`src/design/tgd_pkg.sv`:
```
// ----------------------------------------------------------------------------
// tgd_pkg
// Shared types and constants of the trilinear grid displacement block.
// ----------------------------------------------------------------------------
package tgd_pkg;

  localparam int GRID_SIDE     = 64;
  localparam int PARTICLE_SIDE = 1024;
  localparam int CELL_W        = $clog2(GRID_SIDE);
  localparam int ADDR_W        = 18;
  localparam int COORD_W       = $clog2(PARTICLE_SIDE);
  localparam int HALF_SHIFT    = $clog2(2 * GRID_SIDE);
  localparam int WGT_W         = 17;
  localparam int DATA_W        = 32;

  localparam logic [WGT_W-1:0] ONE_Q16 = 17'h10000;

  typedef enum logic [2:0] {
    CFG_AXIS    = 3'd0,
    CFG_BOX     = 3'd1,
    CFG_SPACING = 3'd2,
    CFG_STEP    = 3'd3,
    CFG_GROWTH1 = 3'd4,
    CFG_GROWTH2 = 3'd5,
    CFG_RATE1   = 3'd6,
    CFG_RATE2   = 3'd7
  } cfg_idx_e;

  typedef enum logic [1:0] {
    AXIS_X = 2'd0,
    AXIS_Y = 2'd1,
    AXIS_Z = 2'd2
  } axis_e;

  typedef enum logic [3:0] {
    ST_IDLE,
    ST_SPLIT,
    ST_READ,
    ST_DRAIN,
    ST_PLANE0,
    ST_PLANE1,
    ST_FINAL,
    ST_MUL,
    ST_OUT
  } state_e;

  typedef enum logic [2:0] {
    PH_NONE,
    PH_ROW,
    PH_PLANE0,
    PH_PLANE1,
    PH_FINAL
  } phase_e;

  typedef struct packed {
    phase_e phase;
    logic   odd;
  } ictl_t;

endpackage

```
`src/design/tgd_interp.sv`:
```
// ----------------------------------------------------------------------------
// tgd_interp
// Trilinear blend of eight corner words streamed from one grid memory.
// ----------------------------------------------------------------------------
module tgd_interp import tgd_pkg::*; (
  input  logic                     clk_i,
  input  ictl_t                    ctl_i,
  input  logic signed [DATA_W-1:0] rdata_i,
  input  logic        [WGT_W-1:0]  wx_i,
  input  logic        [WGT_W-1:0]  wy_i,
  input  logic        [WGT_W-1:0]  wz_i,
  output logic signed [DATA_W-1:0] disp_o
);

  logic signed [DATA_W-1:0] prev_q;
  logic signed [DATA_W-1:0] row_q [4];
  logic signed [DATA_W-1:0] plane_q [2];
  logic signed [DATA_W-1:0] disp_q;

  logic signed [DATA_W-1:0] op_a, op_b, blend;
  logic        [WGT_W-1:0]  op_w, op_wn;
  logic signed [49:0]       prod_a, prod_b;
  logic signed [50:0]       sum;

  always_comb begin
    case (ctl_i.phase)
      PH_ROW: begin
        op_a = prev_q;
        op_b = rdata_i;
        op_w = wx_i;
      end
      PH_PLANE0: begin
        op_a = row_q[3];
        op_b = row_q[2];
        op_w = wy_i;
      end
      PH_PLANE1: begin
        op_a = row_q[1];
        op_b = row_q[0];
        op_w = wy_i;
      end
      PH_FINAL: begin
        op_a = plane_q[0];
        op_b = plane_q[1];
        op_w = wz_i;
      end
      default: begin
        op_a = prev_q;
        op_b = rdata_i;
        op_w = wx_i;
      end
    endcase
  end

  // a*w + b*(1-w), rounded to Q16
  always_comb begin
    op_wn  = ONE_Q16 - op_w;
    prod_a = op_a * $signed({1'b0, op_w});
    prod_b = op_b * $signed({1'b0, op_wn});
    sum    = 51'(prod_a) + 51'(prod_b) + 51'(32768);
    blend  = sum[47:16];
  end

  always_ff @(posedge clk_i) begin
    case (ctl_i.phase)
      PH_ROW: begin
        if (ctl_i.odd) begin
          row_q[3] <= row_q[2];
          row_q[2] <= row_q[1];
          row_q[1] <= row_q[0];
          row_q[0] <= blend;
        end else begin
          prev_q <= rdata_i;
        end
      end
      PH_PLANE0: plane_q[0] <= blend;
      PH_PLANE1: plane_q[1] <= blend;
      PH_FINAL:  disp_q     <= blend;
      default: ;
    endcase
  end

  assign disp_o = disp_q;

endmodule

```
`config.mk`:
```
export PLATFORM = sky130hd
export DESIGN_NAME = tgd_interp
export DESIGN_NICKNAME = d
export VERILOG_FILES = /design/src/design/tgd_pkg.sv /design/src/design/tgd_interp.sv
export SDC_FILE = /design/constraint.sdc
export NUM_CORES = 2
export LEC_CHECK = 0
export ABC_CLOCK_PERIOD_IN_PS = 22600
export BUFFER_PORTS_ARGS = -buffer_cell sky130_fd_sc_hd__buf_2
export CAP_MARGIN = 0
export CORE_MARGIN = 4
export CORE_UTILIZATION = 34
export DETAILED_ROUTE_END_ITERATION = 7
export PLACE_DENSITY = 0.51
export SYNTH_ARGS = -nofsm -noshare
export SYNTH_HDL_FRONTEND = slang
export SYNTH_SLANG_ARGS = --single-unit
```
`constraint.sdc`:
```
create_clock -name clk_i -period 22.6 [get_ports clk_i]
set_input_delay 1.13 -clock clk_i [delete_from_list [all_inputs] [get_ports clk_i]]
set_output_delay 1.13 -clock clk_i [all_outputs]
set_load 0.005 [all_outputs]
```
# Word level (Yosys, flattened, before mapping)

Memory sizes are Yosys's and may differ from the RTL's.
Index checks and enable logic that the tools add are counted.

Equality and inequality tests: 4
Muxes and demuxes: 13
Add/subtract/negate cells: 3
Reduce and logical (&&, ||, !) cells: 3
Bitwise logic cells: 1
$mul: 2

Operators with widths:

| operator               | number |
|---|---|
| $pmux 32 s3            | 2 |
| $mul 32x18->48         | 2 |
| $add 48x17->48 const B | 1 |
| $add 48x48->48         | 1 |
| $pmux 17 s2            | 1 |
| $mux 32                | 1 |
| $reduce_or 32->1       | 1 |
| $sub 17x17->17 const A | 1 |
| $mux 1                 | 9 |
| $eq 3x2->1 const B     | 2 |
| $eq 3x1->1 const B     | 1 |
| $eq 3x3->1 const B     | 1 |
| $reduce_and 2->1       | 1 |
| $reduce_or 2->1        | 1 |
| $not 1->1              | 1 |

Output and inout port bits: 32
RAM bits: 192
Memories: 2
Bits of input ports: 88
Flip-flop bits (word level): 64
Logic and storage cells: 30

Memories:

| memory  | depth | width | rd ports | clocked after memory_dff | write ports | RTL line         | text |
|---|---|---|---|---|---|---|---|
| row_q   | 4     | 32    | 4        | 0                        | 4           | tgd_interp.sv:16 | `logic signed [DATA_W-1:0] row_q [4];` |
| plane_q | 2     | 32    | 2        | 0                        | 1           | tgd_interp.sv:17 | `logic signed [DATA_W-1:0] plane_q [2];` |

# Logic depth before layout (Yosys ltp)

Depth in word-level cells: 8
Mapped depth: 40
Mapped depth without buffers: 36

# Worst setup path before layout

No wires, ideal clock.

Path type: input to register
Start point: input ctl_i[1] (netlist bit)
End point: memory row_q[0][0], enable pin
Stages: 5
Arrival: 14,643 ps
Slack: 7,025 ps
Setup time: 931 ps
Path buffers: 4
Data required time: 21,669 ps
Cell sequence: buf_2 buf_1 buf_1 buf_1 nor4bb_1

RTL lines:

| element         | RTL line         | text |
|---|---|---|
| start, declared | tgd_interp.sv:7  | `input ictl_t ctl_i,` |
| end, declared   | tgd_interp.sv:16 |  |

# Final worst setup path

Start point: input ctl_i[2] (netlist bit)
End point: memory plane_q[1][31], in the netlist plane_q[0][63], data pin

Cells in the longest elaborated chain, start to end: 8
Elaborated cells between the ends (all ways): 13
Those cells by class: add/sub (3); mul (2); eq/ne (3); mux (4); reduce/logical (1)

RTL lines:

| element                   | RTL line         | text |
|---|---|---|
| $eq 3x2->1                | tgd_interp.sv:26 | `case (ctl_i.phase)` |
| $reduce_or 2->1 (no line) | --               |  |
| $pmux 17 s2               | tgd_interp.sv:26 |  |
| $sub 17x17->17            | tgd_interp.sv:57 | `op_wn = ONE_Q16 - op_w;` |
| $mul 32x18->48            | tgd_interp.sv:59 | `prod_b = op_b * $signed({1'b0, op_wn});` |
| $add 48x48->48 (*)        | tgd_interp.sv:60 | `sum = 51'(prod_a) + 51'(prod_b) + 51'(32768);` |
| $add 48x17->48 (*)        | tgd_interp.sv:60 |  |
| named net sum[47]         | tgd_interp.sv:23 | `logic signed [50:0] sum;` |
| $mux 32 (no line) (*)     | --               |  |
| end, declared             | tgd_interp.sv:17 |  |

The timed path passes the listed nets; every way through them passes the cells marked *.

==> run metrics <==
status finished clean; DIE HEIGHT 379 µm; Total Negative Setup Slacks 0 ns; number of routed nets with antenna violations 0; Die Span X 379 µm; detailed-placement wirelength estimate 129000 µm; setup ws final 9.47 ns; number of buffers inserted by post-CTS setup repair 0; Residual DRC 0; antenna violations before repair 5; most used flip-flop cell after synthesis edfxtp_1; number of vias per cell 5.03; cell with the largest stage delay on the worst path xnor2_2; cell with the most instances after synthesis inv_1; TritonCTS sink count 256; RSZ-0062 raised after global routing false; number of buffers on the longest clock path 3; launch point of the worst path ctl_i[2]; Synth-to-Final Area Change 8.07%; capturing element type of the critical path flip-flop; final count of negative-setup-slack endpoints 0; share of the synthesized area in the top cell type 0.469; TritonCTS clock tree yes; worst setup path class in2reg; maximum level of the CTS H-tree 1; start point of the worst min-delay path row_q[0][6]$_DFFE_PP_; f_max 76.2 MHz; root buffer cell clkbuf_16; # resized after CTS 0; final clock skew 0.0211 ns; Post-CTS Hold Fix Bufs 0; synthesized instance count 4714; worst setup timing slack at the placement stage 9.06 ns; number of iterations in the first detailed-routing pass 6; wire length per cell 23.7 µm; sequential cell area fraction in the yosys report 0.164; worst reg2reg path startpoint row_q[2][7]$_DFFE_PP_; count of warnings emitted by yosys 0; WP data arrival 13.46 ns; initial standard-cell utilization of the core 0.344; worst slew margin relative to its limit 0.0183; max-capacitance violation count 0; category of the worst setup path launch point input port; CTS clk-pin slew, worst paths 0.08 ns; post-synth top area cell fa_1; site row count 135; number of enable flip-flop cells after synthesis 256; period utilisation layout 0.581; maximum number of pins on one net before global-route repair 86; Slew @ Worst Pin 1.47 ns; via count of the first global-routing pass 36200; Tightest Hold Check Type reg2reg; number of port buffers 119; average instance area after synthesis 9.93 µm²; Skew-Pair Late Insertion Delay 0.54 ns; Buffers & Inverters on Critical Path 4; dominant delay contributor by cell family on the critical path adder cells; detailed-route via count 32900; TritonCTS buffer count 21; GPL Wtd Cong 0.958; total congestion overflow 0; Std-Cell Core Area 136000 µm²; cell area after technology mapping 46800 µm²; crit-path max cell delay 1.01 ns; share of layout cells above drive strength 1 0.0779; Data required, critical path 22.93 ns; Iteration-0 DRC Markers 2103; flip-flop and latch count after synthesis 256; number of distinct library cell variants in the gate-level netlist after synthesis 66; most frequent cells after synthesis inv_1, fa_1, nand2_1; overall track demand over capacity in global routing 0.222; total die area 144000 µm²; final layout net count 6162; crit path time final 13.13 ns; proportion of synthesized flip-flops having asynchronous set or reset 0; largest fanout on the critical path 36; post-synth net total 6128; CP dominant cell by count fa_1; wire length of the first global-routing pass 233000 µm; ranking of synthesized cells by area fa_1, edfxtp_1, inv_1, ha_1, nand2_1; number of top-level pins 120; Final Hold Fails 0; Final Max Slew Viols 0; final routed wirelength across all metal layers 155000 µm
-- metal layers --
metal | track usage | vias up | routed length (µm) | share of wire
met5 | 0 | - | 0 | 0
li1 | - | 14100 | - | -
met2 | 0.393 | 1074 | 78000 | 0.50
met3 | 0.0219 | 318 | 8130 | 0.052
met1 | 0.261 | 17400 | 56800 | 0.37
met4 | 0.136 | 0 | 12400 | 0.080
-- registers in the layout, indices dropped and copies added (netlist names) --
| register | cells |
|---|---|
| disp_o | 32 |
| prev_q | 32 |
| plane_q | 64 |
| row_q | 128 |
-- final timing paths --
path / depth (start not counted) / slack, ns / endpoint
hold / removal: 0 / 0.44 / row_q[1][6]$_DFFE_PP_
setup / recovery: 30 / 9.47 / plane_q[0][63]$_DFFE_PN_
hold reg to reg: 0 / 0.44 / row_q[1][6]$_DFFE_PP_
setup reg to reg: 29 / 12.75 / plane_q[0][28]$_DFFE_PN_
-- kinds of logic (layout without fill, tap and decap cells) --
group	after synthesis	after routing	synth area share
simple gates	1273	1273	0.109
compound gates	276	276	0.0499
buf+inv	1428	1476	0.115
flops	256	256	0.164
xor+xnor	89	89	0.0171
mux	66	66	0.0141
fa+ha+maj	1326	1326	0.530
other cells	0	2	0
-- area by class of cell --
cell class | count | area, µm²
fillers | 13800 | 85600
diodes | 2 | 5.00
well taps | 1781 | 2230
flip-flops and latches | 256 | 7690
multi-input cells | 3030 | 34000
repair buffers | 216 | 1330
inverters | 1223 | 4590
clock inverters | 16 | 204
clock buffers | 21 | 526
-- placed cells by master, fill, tap and decap left out, drive strengths merged, types with 21 or more instances in the layout --
cell    count
inv      1226
fa       1097
nand2     676
nor2      490
edfxtp    256
ha        229
buf       216
xnor2      67
mux2i      66
o221ai     55
o221a      53
a21oi      36
a21o       29
o21ai      24
xor2       22
clkbuf     21
-- stage by stage --
step           utilization  hold WS [ns]  cells  area (µm²)
6_report             0.372         0.445   6545       50600
5_1_grt              0.372         0.463   6543       50600
4_1_cts              0.372         0.448   6543       50600
3_5_place_dp         0.366         0.433   6506       49900
3_3_place_gp         0.366         0.430   6505       49800
2_1_floorplan            -         0.426   4714       46800
Power is left out: the tool's default activity adds up to more than one toggle a clock period on the data nets, which glitch-free logic cannot reach.
